### config.mk
export PLATFORM = sky130hd
export DESIGN_NAME = nmea_gga_field_parser_flat
export DESIGN_NICKNAME = d
export VERILOG_FILES = /design/src/ngp_pkg.sv /design/src/ngp_char_if.sv /design/src/ngp_res_if.sv /design/src/nmea_gga_field_parser.sv /design/src/flat_wrapper.sv
export SDC_FILE = /design/constraint.sdc
export NUM_CORES = 2
export LEC_CHECK = 0
export CAP_MARGIN = 5
export CORE_ASPECT_RATIO = 1.25
export CORE_MARGIN = 3
export CORE_UTILIZATION = 65
export DETAILED_ROUTE_END_ITERATION = 6
export DONT_BUFFER_PORTS = 1
export MAX_ROUTING_LAYER = met4
export PLACE_DENSITY_LB_ADDON = 0.25
export SYNTH_ARGS = -nofsm -noshare
export SYNTH_HDL_FRONTEND = slang
export SYNTH_SLANG_ARGS = --single-unit
### constraint.sdc
create_clock -name clk_i -period 9.85 [get_ports clk_i]
set_clock_uncertainty 0.15 [all_clocks]
set_input_delay 1.97 -clock clk_i [delete_from_list [all_inputs] [get_ports clk_i]]
set_output_delay 1.97 -clock clk_i [all_outputs]
set_load 0.03 [all_outputs]
### src/ngp_pkg.sv
package ngp_pkg;

  localparam int POS_FRAC_DIGITS_DEF = 6;

  localparam logic [7:0] CH_STAR  = 8'h2A;
  localparam logic [7:0] CH_COMMA = 8'h2C;
  localparam logic [7:0] CH_MINUS = 8'h2D;
  localparam logic [7:0] CH_DOT   = 8'h2E;
  localparam logic [7:0] CH_ZERO  = 8'h30;
  localparam logic [7:0] CH_NINE  = 8'h39;
  localparam logic [7:0] CH_SPACE = 8'h20;
  localparam logic [7:0] CH_Z     = 8'h7A;

  localparam logic [3:0] FLD_LAT  = 4'd2;
  localparam logic [3:0] FLD_NS   = 4'd3;
  localparam logic [3:0] FLD_LON  = 4'd4;
  localparam logic [3:0] FLD_EW   = 4'd5;
  localparam logic [3:0] FLD_FIX  = 4'd6;
  localparam logic [3:0] FLD_SATS = 4'd7;
  localparam logic [3:0] FLD_LAST = 4'd15;

  localparam logic [2:0]  NUM_FRAC_MAX = 3'd5;
  localparam logic [23:0] ACC_MAX      = 24'hFFFFFF;
  localparam logic [23:0] SATS_MAX     = 24'd32767;
  localparam logic [14:0] WHOLE_LIMIT  = 15'd18060;
  localparam logic [14:0] WHOLE_DEG    = 15'd100;
  localparam logic [30:0] POS_SAT      = 31'd1800000000;
  localparam logic [23:0] TEN_MILLION  = 24'd10000000;

  // Reciprocals: x/100 is ((x>>2)*DEG_RECIP)>>18 for x below 2^15, and
  // x/60 is ((x>>2)*DIV15_RECIP)>>32 for x below 2^30.
  localparam logic [13:0] DEG_RECIP   = 14'd10486;
  localparam logic [28:0] DIV15_RECIP = 29'd286331154;

  typedef struct packed {
    logic [23:0] acc;
    logic [2:0]  fd;
    logic        neg;
    logic        point;
    logic        illegal;
    logic        any;
  } num_st_t;

  typedef struct packed {
    logic              valid_res;
    logic [7:0]        ns;
    logic [7:0]        ew;
    logic signed [15:0] sats;
  } aux_t;

  typedef struct packed {
    logic        sat;
    logic [14:0] whole;
    logic [23:0] frac;
    logic [2:0]  fd;
  } pos_s1_t;

  typedef struct packed {
    logic        sat;
    logic [14:0] whole;
    logic [7:0]  deg;
    logic [23:0] fsc;
  } pos_s2_t;

  typedef struct packed {
    logic        sat;
    logic [6:0]  mins;
    logic [30:0] degp;
    logic [23:0] fsc;
  } pos_s3_t;

  typedef struct packed {
    logic        sat;
    logic [29:0] n;
    logic [30:0] degp;
  } pos_s4_t;

  typedef struct packed {
    logic        sat;
    logic [23:0] q;
    logic [30:0] degp;
  } pos_s5_t;

  typedef struct packed { aux_t aux; pos_s1_t lat; pos_s1_t lon; } stg1_t;
  typedef struct packed { aux_t aux; pos_s2_t lat; pos_s2_t lon; } stg2_t;
  typedef struct packed { aux_t aux; pos_s3_t lat; pos_s3_t lon; } stg3_t;
  typedef struct packed { aux_t aux; pos_s4_t lat; pos_s4_t lon; } stg4_t;
  typedef struct packed { aux_t aux; pos_s5_t lat; pos_s5_t lon; } stg5_t;

  typedef struct packed {
    logic               valid_res;
    logic [30:0]        latitude;
    logic [7:0]         north_south;
    logic [30:0]        longitude;
    logic [7:0]         east_west;
    logic signed [15:0] satellites;
  } res_t;

  function automatic longint unsigned pow10(int n);
    longint unsigned r;
    r = 1;
    for (int i = 0; i < n; i++) begin
      r = r * 10;
    end
    return r;
  endfunction

  function automatic logic is_digit(logic [7:0] c);
    return (c >= CH_ZERO) && (c <= CH_NINE);
  endfunction

  // Weight of the kept fraction in units of 1e-7 minute, by digit count.
  function automatic logic [23:0] frac_scale(logic [2:0] fd);
    logic [23:0] r;
    unique case (fd)
      3'd0:    r = 24'd10000000;
      3'd1:    r = 24'd1000000;
      3'd2:    r = 24'd100000;
      3'd3:    r = 24'd10000;
      3'd4:    r = 24'd1000;
      3'd5:    r = 24'd100;
      3'd6:    r = 24'd10;
      default: r = 24'd1;
    endcase
    return r;
  endfunction

  function automatic num_st_t num_char(num_st_t f, logic [7:0] c);
    num_st_t     r;
    logic [27:0] a;
    r = f;
    a = '0;
    if (!f.illegal) begin
      if (c == CH_MINUS && !f.any) begin
        r.neg = 1'b1;
      end else if (c == CH_DOT && !f.point) begin
        r.point = 1'b1;
      end else if (is_digit(c)) begin
        if (!f.point || f.fd < NUM_FRAC_MAX) begin
          a = 28'(f.acc) * 28'd10 + 28'(c[3:0]);
          r.acc = (a > 28'(ACC_MAX)) ? ACC_MAX : a[23:0];
          if (f.point) begin
            r.fd = f.fd + 3'd1;
          end
        end
      end else begin
        r.illegal = 1'b1;
      end
      r.any = 1'b1;
    end
    return r;
  endfunction

  function automatic pos_s2_t pos_stage2(pos_s1_t p);
    pos_s2_t     r;
    logic [26:0] pd;
    logic [47:0] pf;
    pd = 27'(p.whole[14:2]) * 27'(DEG_RECIP);
    pf = 48'(p.frac) * 48'(frac_scale(p.fd));
    r.sat   = p.sat;
    r.whole = p.whole;
    r.deg   = pd[25:18];
    r.fsc   = pf[23:0];
    return r;
  endfunction

  function automatic pos_s3_t pos_stage3(pos_s2_t p);
    pos_s3_t     r;
    logic [14:0] md;
    md = p.whole - 15'(p.deg) * WHOLE_DEG;
    r.sat  = p.sat;
    r.mins = md[6:0];
    r.degp = 31'(p.deg) * 31'(TEN_MILLION);
    r.fsc  = p.fsc;
    return r;
  endfunction

  function automatic pos_s4_t pos_stage4(pos_s3_t p);
    pos_s4_t r;
    r.sat  = p.sat;
    r.n    = 30'(p.mins) * 30'(TEN_MILLION) + 30'(p.fsc);
    r.degp = p.degp;
    return r;
  endfunction

  function automatic pos_s5_t pos_stage5(pos_s4_t p);
    pos_s5_t     r;
    logic [56:0] pq;
    pq = 57'(p.n[29:2]) * 57'(DIV15_RECIP);
    r.sat  = p.sat;
    r.q    = pq[55:32];
    r.degp = p.degp;
    return r;
  endfunction

  function automatic logic [30:0] pos_final(pos_s5_t p);
    return p.sat ? POS_SAT : p.degp + 31'(p.q);
  endfunction

endpackage

### src/ngp_char_if.sv
interface ngp_char_if;
  logic       valid;
  logic       ready;
  logic       start_req;
  logic [7:0] ch;

  modport source (output valid, output start_req, output ch, input ready);
  modport sink (input valid, input start_req, input ch, output ready);
endinterface

### src/ngp_res_if.sv
interface ngp_res_if;
  logic               valid;
  logic               ready;
  logic               valid_res;
  logic [30:0]        latitude;
  logic [7:0]         north_south;
  logic [30:0]        longitude;
  logic [7:0]         east_west;
  logic signed [15:0] satellites;

  modport source (output valid, output valid_res, output latitude, output north_south,
                  output longitude, output east_west, output satellites, input ready);
  modport sink (input valid, input valid_res, input latitude, input north_south,
                input longitude, input east_west, input satellites, output ready);
endinterface

### src/nmea_gga_field_parser.sv
// A terminator character's result passes through stages s1 to s5 and then the output register
// after its beat is accepted. Throughput: one character per cycle; a result waiting at the output
// stops input only once all six result stages, the output one included, are full.
// The parser state updates on each accepted character; the result path is six registered stages.
// Reset (asynchronous, active low) clears the parser as a start flag does and empties
// the result stages.
module nmea_gga_field_parser #(
  parameter int POS_FRAC_DIGITS = ngp_pkg::POS_FRAC_DIGITS_DEF
) (
  input  logic          clk_i,
  input  logic          rst_ni,
  ngp_char_if.sink      char_i,
  ngp_res_if.source     fix_o
);
  import ngp_pkg::*;

  localparam int FracW = $clog2(pow10(POS_FRAC_DIGITS));
  localparam int FdW   = $clog2(POS_FRAC_DIGITS + 1);

  typedef struct packed {
    logic [14:0]      whole;
    logic [FracW-1:0] frac;
    logic [FdW-1:0]   fd;
    logic             point;
  } pos_st_t;

  typedef struct packed {
    logic [3:0] idx;
    logic       fresh;
    logic       done;
    pos_st_t    lat;
    pos_st_t    lon;
    logic [7:0] ns;
    logic [7:0] ew;
    num_st_t    fix;
    num_st_t    cnt;
  } parse_st_t;

  function automatic parse_st_t st_init();
    parse_st_t r;
    r       = '0;
    r.fresh = 1'b1;
    return r;
  endfunction

  function automatic pos_st_t pos_char(pos_st_t p, logic [7:0] c);
    pos_st_t          r;
    logic [17:0]      w;
    logic [FracW+3:0] f;
    r = p;
    w = '0;
    f = '0;
    if (c == CH_DOT) begin
      r.point = 1'b1;
    end else if (is_digit(c)) begin
      if (!p.point) begin
        if (p.whole < WHOLE_LIMIT) begin
          w = 18'(p.whole) * 18'd10 + 18'(c[3:0]);
          r.whole = (w > 18'(WHOLE_LIMIT)) ? WHOLE_LIMIT : w[14:0];
        end
      end else if (p.fd < FdW'(POS_FRAC_DIGITS)) begin
        f = (FracW+4)'(p.frac) * (FracW+4)'(10) + (FracW+4)'(c[3:0]);
        r.frac = f[FracW-1:0];
        r.fd = p.fd + FdW'(1);
      end
    end
    return r;
  endfunction

  function automatic pos_s1_t pos_snap(pos_st_t p);
    pos_s1_t r;
    r.sat   = (p.whole == WHOLE_LIMIT);
    r.whole = p.whole;
    r.frac  = 24'(p.frac);
    r.fd    = 3'(p.fd);
    return r;
  endfunction

  parse_st_t   st_q, st_d, cur;
  logic        in_acc, is_term, launch, cnt_ill, fix_ok;
  logic [14:0] sat_mag;
  logic [15:0] sat_ext;
  stg1_t       s1_d, s1_q;
  stg2_t       s2_q;
  stg3_t       s3_q;
  stg4_t       s4_q;
  stg5_t       s5_q;
  logic [4:0]  v_q;
  logic [5:0]  rdy;
  res_t        out_d, out_q;
  logic        out_v_q;

  assign in_acc       = char_i.valid && rdy[0];
  assign char_i.ready = rdy[0];
  assign is_term      = (char_i.ch == CH_STAR) || (char_i.ch < CH_SPACE) ||
                        (char_i.ch > CH_Z);

  always_comb begin
    cur = st_q;
    if (char_i.start_req) begin
      cur = '0;
      cur.fresh = 1'b1;
    end
    st_d   = st_q;
    launch = 1'b0;
    if (in_acc) begin
      st_d = cur;
      if (!cur.done) begin
        st_d.fresh = 1'b0;
        if (cur.fresh && cur.idx == FLD_NS) begin
          st_d.ns = char_i.ch;
        end
        if (cur.fresh && cur.idx == FLD_EW) begin
          st_d.ew = char_i.ch;
        end
        if (is_term) begin
          st_d.done = 1'b1;
          launch = 1'b1;
        end else if (char_i.ch == CH_COMMA) begin
          if (cur.idx != FLD_LAST) begin
            st_d.idx = cur.idx + 4'd1;
          end
          st_d.fresh = 1'b1;
        end else begin
          unique case (cur.idx)
            FLD_LAT:  st_d.lat = pos_char(cur.lat, char_i.ch);
            FLD_LON:  st_d.lon = pos_char(cur.lon, char_i.ch);
            FLD_FIX:  st_d.fix = num_char(cur.fix, char_i.ch);
            FLD_SATS: st_d.cnt = num_char(cur.cnt, char_i.ch);
            default:  ;
          endcase
        end
      end
    end
  end

  // A count field cut short by any terminator other than the checksum mark is void.
  always_comb begin
    cnt_ill = st_d.cnt.illegal || (cur.idx == FLD_SATS && char_i.ch != CH_STAR);
    fix_ok  = (cur.idx >= FLD_SATS) && !st_d.fix.illegal && !st_d.fix.neg &&
              (st_d.fix.acc == 24'd1);
    sat_mag = (st_d.cnt.acc > SATS_MAX) ? SATS_MAX[14:0] : st_d.cnt.acc[14:0];
    sat_ext = {1'b0, sat_mag};
    s1_d.aux.valid_res = fix_ok;
    s1_d.aux.ns        = st_d.ns;
    s1_d.aux.ew        = st_d.ew;
    s1_d.aux.sats      = cnt_ill ? '0 :
                         (st_d.cnt.neg ? $signed(~sat_ext + 16'd1) : $signed(sat_ext));
    s1_d.lat           = pos_snap(st_d.lat);
    s1_d.lon           = pos_snap(st_d.lon);
  end

  always_comb begin
    rdy[5] = !out_v_q || fix_o.ready;
    for (int k = 4; k >= 0; k--) begin
      rdy[k] = !v_q[k] || rdy[k+1];
    end
  end

  always_comb begin
    out_d = '0;
    if (s5_q.aux.valid_res) begin
      out_d.valid_res   = 1'b1;
      out_d.latitude    = pos_final(s5_q.lat);
      out_d.north_south = s5_q.aux.ns;
      out_d.longitude   = pos_final(s5_q.lon);
      out_d.east_west   = s5_q.aux.ew;
      out_d.satellites  = s5_q.aux.sats;
    end
  end

  always_ff @(posedge clk_i or negedge rst_ni) begin
    if (!rst_ni) begin
      st_q    <= st_init();
      v_q     <= '0;
      out_v_q <= 1'b0;
    end else begin
      st_q <= st_d;
      if (rdy[0]) begin
        v_q[0] <= launch;
      end
      for (int k = 1; k < 5; k++) begin
        if (rdy[k]) begin
          v_q[k] <= v_q[k-1];
        end
      end
      if (rdy[5]) begin
        out_v_q <= v_q[4];
      end
    end
  end

  always_ff @(posedge clk_i) begin
    if (rdy[0]) begin
      s1_q <= s1_d;
    end
    if (rdy[1]) begin
      s2_q.aux <= s1_q.aux;
      s2_q.lat <= pos_stage2(s1_q.lat);
      s2_q.lon <= pos_stage2(s1_q.lon);
    end
    if (rdy[2]) begin
      s3_q.aux <= s2_q.aux;
      s3_q.lat <= pos_stage3(s2_q.lat);
      s3_q.lon <= pos_stage3(s2_q.lon);
    end
    if (rdy[3]) begin
      s4_q.aux <= s3_q.aux;
      s4_q.lat <= pos_stage4(s3_q.lat);
      s4_q.lon <= pos_stage4(s3_q.lon);
    end
    if (rdy[4]) begin
      s5_q.aux <= s4_q.aux;
      s5_q.lat <= pos_stage5(s4_q.lat);
      s5_q.lon <= pos_stage5(s4_q.lon);
    end
    if (rdy[5]) begin
      out_q <= out_d;
    end
  end

  assign fix_o.valid       = out_v_q;
  assign fix_o.valid_res   = out_q.valid_res;
  assign fix_o.latitude    = out_q.latitude;
  assign fix_o.north_south = out_q.north_south;
  assign fix_o.longitude   = out_q.longitude;
  assign fix_o.east_west   = out_q.east_west;
  assign fix_o.satellites  = out_q.satellites;

  a_term_sets_done: assert property (@(posedge clk_i) disable iff (!rst_ni)
    launch |=> st_q.done)
    else $error("terminator did not close the sentence");

  a_index_monotonic: assert property (@(posedge clk_i) disable iff (!rst_ni)
    (in_acc && !char_i.start_req) |=> (st_q.idx >= $past(st_q.idx)))
    else $error("field index went backwards without a start flag");

  a_last_stage_holds: assert property (@(posedge clk_i) disable iff (!rst_ni)
    (v_q[4] && !rdy[5]) |=> (v_q[4] && $stable(s5_q)))
    else $error("result stage lost a beat while the output was stalled");

  a_invalid_is_zero: assert property (@(posedge clk_i) disable iff (!rst_ni)
    (fix_o.valid && !fix_o.valid_res) |-> (fix_o.latitude == '0 && fix_o.longitude == '0 &&
      fix_o.north_south == '0 && fix_o.east_west == '0 && fix_o.satellites == '0))
    else $error("result without a fix carries non-zero fields");

endmodule

### src/flat_wrapper.sv
// flat-port wrapper written by rule: the top's interface ports become plain ports
module nmea_gga_field_parser_flat import ngp_pkg::*;
#(
  parameter int POS_FRAC_DIGITS = ngp_pkg::POS_FRAC_DIGITS_DEF
)
  (clk_i, rst_ni, char_i_valid, char_i_start_req, char_i_ch, char_i_ready, fix_o_valid, fix_o_valid_res, fix_o_latitude, fix_o_north_south, fix_o_longitude, fix_o_east_west, fix_o_satellites, fix_o_ready);
  ngp_char_if char_i_i ();
  ngp_res_if fix_o_i ();
  input  logic clk_i;
  input  logic rst_ni;
  input wire logic [$bits(char_i_i.valid)-1:0] char_i_valid;
  input wire logic [$bits(char_i_i.start_req)-1:0] char_i_start_req;
  input wire logic [$bits(char_i_i.ch)-1:0] char_i_ch;
  output wire logic [$bits(char_i_i.ready)-1:0] char_i_ready;
  output wire logic [$bits(fix_o_i.valid)-1:0] fix_o_valid;
  output wire logic [$bits(fix_o_i.valid_res)-1:0] fix_o_valid_res;
  output wire logic [$bits(fix_o_i.latitude)-1:0] fix_o_latitude;
  output wire logic [$bits(fix_o_i.north_south)-1:0] fix_o_north_south;
  output wire logic [$bits(fix_o_i.longitude)-1:0] fix_o_longitude;
  output wire logic [$bits(fix_o_i.east_west)-1:0] fix_o_east_west;
  output wire logic [$bits(fix_o_i.satellites)-1:0] fix_o_satellites;
  input wire logic [$bits(fix_o_i.ready)-1:0] fix_o_ready;
  assign char_i_i.valid = char_i_valid;
  assign char_i_i.start_req = char_i_start_req;
  assign char_i_i.ch = char_i_ch;
  assign char_i_ready = char_i_i.ready;
  assign fix_o_valid = fix_o_i.valid;
  assign fix_o_valid_res = fix_o_i.valid_res;
  assign fix_o_latitude = fix_o_i.latitude;
  assign fix_o_north_south = fix_o_i.north_south;
  assign fix_o_longitude = fix_o_i.longitude;
  assign fix_o_east_west = fix_o_i.east_west;
  assign fix_o_satellites = fix_o_i.satellites;
  assign fix_o_i.ready = fix_o_ready;
  nmea_gga_field_parser #(.POS_FRAC_DIGITS(POS_FRAC_DIGITS)) u_core (.clk_i(clk_i), .rst_ni(rst_ni), .char_i(char_i_i), .fix_o(fix_o_i));
endmodule
==> metrics.txt <==
Worst setup SP type=primary input; setup TNS=0 ns; number of global-route vias before repair=around 64000; antenna-violating nets left=0; DR pass1 iterations=6; grt ovf=0; reg2reg start=u_core.s1_q[1]$_DFFE_PN_; WHS Path Cells=0; initial antenna violation count=0; fin nets=10600; crit path max fanout=161; Main synth FF type=edfxtp_1; hold wc startpoint=u_core.s4_q[79]$_DFFE_PP_; number of max-cap violations=0; Total GRT Usage=between 20% and 30%; Syn Area/Cell=10.4 um^2; CTS buffer count=just over 90; largest net degree at the start of global routing=approximately 170; Slew HR=around 17%; dominant cell type by area after synthesis=edfxtp_1; Setup Buffers After CTS=0; Cell Rows=150; main area contributors after synthesis=edfxtp_1 (25%), ha_1 (19%), fa_1 (19%), inv_1 (6.7%), dfrtp_1 (4.8%); final cell utilization of the core=69.4%; Critical Path Stages=23; CTS Sinks=between 800 and 900; DIE WIDTH=roughly 330 um; critical path buffer and inverter count=2; Synth Cell Area=0.0877 mm^2; WS Path Type=in -> reg; top cell type's share of synthesized area=24.9%; Slowest cell on crit path=nor4_1; Pleak=48.5 nW; family with the most delay on the worst path=simple AND/OR/NAND/NOR gates; FILL cells=9909; Yosys reg bits=between 800 and 900; H-Tree Depth=3; Worst EP arrival=8.91 ns; register area share after synthesis=between 20% and 30%; drt wl/cell=~19 um; most frequent cells in the layout=inv_1 (1558), ha_1 (1319), fa_1 (817); Post-Syn Instances=approximately 8400; core area=roughly 0.13 mm^2; worst hold path endpoint=u_core.s5_q[73]$_DFFE_PP_; Hold WC Path Type=reg -> reg; Cell Pwr Density=approximately 90 mW/mm^2; via count=60000; GPL Wtd Cong=a little under 1; register-to-register setup slack=~1.4 ns; hpwl dp=approximately 160000 um; Async S/R FF share, synth=18.8%; die height=between 400 and 500 um; Worst-Margin Slew=~1.2 ns; slowest stage delay, CP=roughly 0.63 ns; count of flip-flops with a built-in enable after synthesis=726; CTS clk-pin slew, worst paths=0.08 ns; crit end category=flop; worst-path cell chain=clkinv_1 -> and2_1 -> ha_1 -> a211oi_2 -> o21ai_1 -> a21oi_2 -> o21a_1 -> o21ai_0 -> xor2_1 -> nand4_4 -> nor4_4 -> or2_1 -> a31oi_1 -> nor4_1 -> nand3_1 -> buf_4 -> nor2_1 -> ha_1 -> nor3b_1 -> nand4_1 -> nor4_1 -> a21oi_1 -> o311ai_1; final slew viol count=0; Final Setup Violations=0; via-per-instance ratio=5.86; 1st-iter DRT viols=~3500; Layout Area Growth over Synthesis=5.83%; Reg area=roughly 0.026 mm^2; clock latency on the worst-skew pair=0.75 ns; RSZ-0062 raised after global routing=no; Starting Density=between 60% and 70%; post-cts resize count=0; status=completed; TritonCTS clock tree=done; multi-input logic area=0.0553 mm^2; drt total wl=198000 um; minimum hold slack=about 0.26 ns; R2R cell count=28; FMAX=about 0.12 GHz; CP Data Required Time=between 10 and 15 ns; CTS Buffer Depth=3; drt drc=0; Period minus WS final=8.51 ns; first-pass GRT wire length=325000 um; Peak VDD IR=~0.00018 V; number of buffers added on ports=0; Final Hold Fails=0; Post-CTS Hold Fix Bufs=0; io pins=110; root buffer selected by CTS=clkbuf_16; commonest non-fill, non-tap cell in the layout=inv_1; layout cells sized above 1=under 10%; synth warn=0; Yosys cell types=100; worst reg2reg endpoint=u_core.s2_q[23]$_DFFE_PP_; overall die area=approximately 0.14 mm^2; Period Utilization, post-route=between 80% and 90%
## stage by stage
step | setup slack (ns) | cells | power (mW) | area [um^2]
after floorplan | 0.0799 | 8437 | 4.82 | 87700
after global placement | 1.02 | 10100 | 4.98 | 89800
after detailed placement | 0.837 | 10100 | 5.01 | 89800
after CTS | 1.54 | 10200 | 8.58 | 92800
after global routing | 0.790 | 10200 | 8.80 | 92800
final | 1.34 | 10200 | 8.50 | 92800
## flip-flops by register name (all words and copies together) (netlist names), 5 cells and up
register / count
u_core.fix_o.latitude: 31
u_core.fix_o.east_west: 8
u_core.s3_q: 141
u_core.fix_o.satellites: 16
u_core.s1_q: 111
u_core.fix_o.longitude: 31
u_core.st_q: 162
u_core.v_q: 5
u_core.s5_q: 131
u_core.fix_o.north_south: 8
u_core.s4_q: 139
u_core.s2_q: 109
## cell usage after synthesis, drive strengths merged (27+ instances only)
| master | number |
|---|---|
| a211oi | 48 |
| a21o | 103 |
| a21oi | 264 |
| a22o | 40 |
| a31oi | 38 |
| and2 | 307 |
| and3 | 94 |
| clkbuf | 149 |
| dfrtp | 167 |
| edfxtp | 726 |
| fa | 817 |
| ha | 1319 |
| inv | 1559 |
| nand2 | 553 |
| nand2b | 48 |
| nand3 | 91 |
| nand4 | 49 |
| nor2 | 389 |
| nor2b | 161 |
| nor3 | 142 |
| nor4 | 27 |
| o211ai | 39 |
| o21a | 91 |
| o21ai | 267 |
| o21bai | 47 |
| or3 | 42 |
| xnor2 | 368 |
| xor2 | 109 |
## logic make-up after synthesis
| family | count (synthesis) | synth area share [%] |
|---|---|---|
| compound gates | 1188 | 9.09 |
| xor+xnor | 477 | 4.76 |
| fa+ha+maj | 2137 | 37.5 |
| buf+inv | 1723 | 7.40 |
| flops | 894 | 29.6 |
| mux | 13 | 0.153 |
| other cells | 1 | 0.00427 |
| simple gates | 2003 | 11.5 |
## final cells by class
cell class | count | area share (%)
antenna | 1 | 0.00270
timing repair buffer | 53 | 0.442
multi-input combinational | 5820 | 59.6
sequential | 894 | 28.0
inverter | 1561 | 6.32
clock buffer | 109 | 2.57
tap | 1748 | 2.36
clock inverter | 60 | 0.749
## power by group
part / internal [mW] / switching [mW]
Sequential: 4.19 / 0.150
Clock: 1.98 / 1.59
Combinational: 0.230 / 0.362
Total: 6.40 / 2.10
## worst max path at each step
stage                                          endpoint                 startpoint
after floorplan           u_core.s1_q[98]$_SDFFCE_PP0N_           char_i_start_req
after detailed placement  u_core.s1_q[98]$_SDFFCE_PP0N_           char_i_start_req
final                     u_core.s1_q[98]$_SDFFCE_PP0N_           char_i_start_req
after global routing          u_core.s2_q[23]$_DFFE_PP_   u_core.s1_q[1]$_DFFE_PN_
after CTS                     u_core.s2_q[71]$_DFFE_PP_  u_core.s1_q[45]$_DFFE_PN_
after global placement    u_core.s1_q[98]$_SDFFCE_PP0N_           char_i_start_req
## per-layer routing
metal	track usage (%)	share of wire [%]	vias to the layer above
met5	-	0	-
met4	11.6	4.2	0
met3	3.41	4.6	494
met2	52.8	52	1666
met1	35.1	39	29600
li1	-	-	28200
Power figures use the tool's default switching activity.
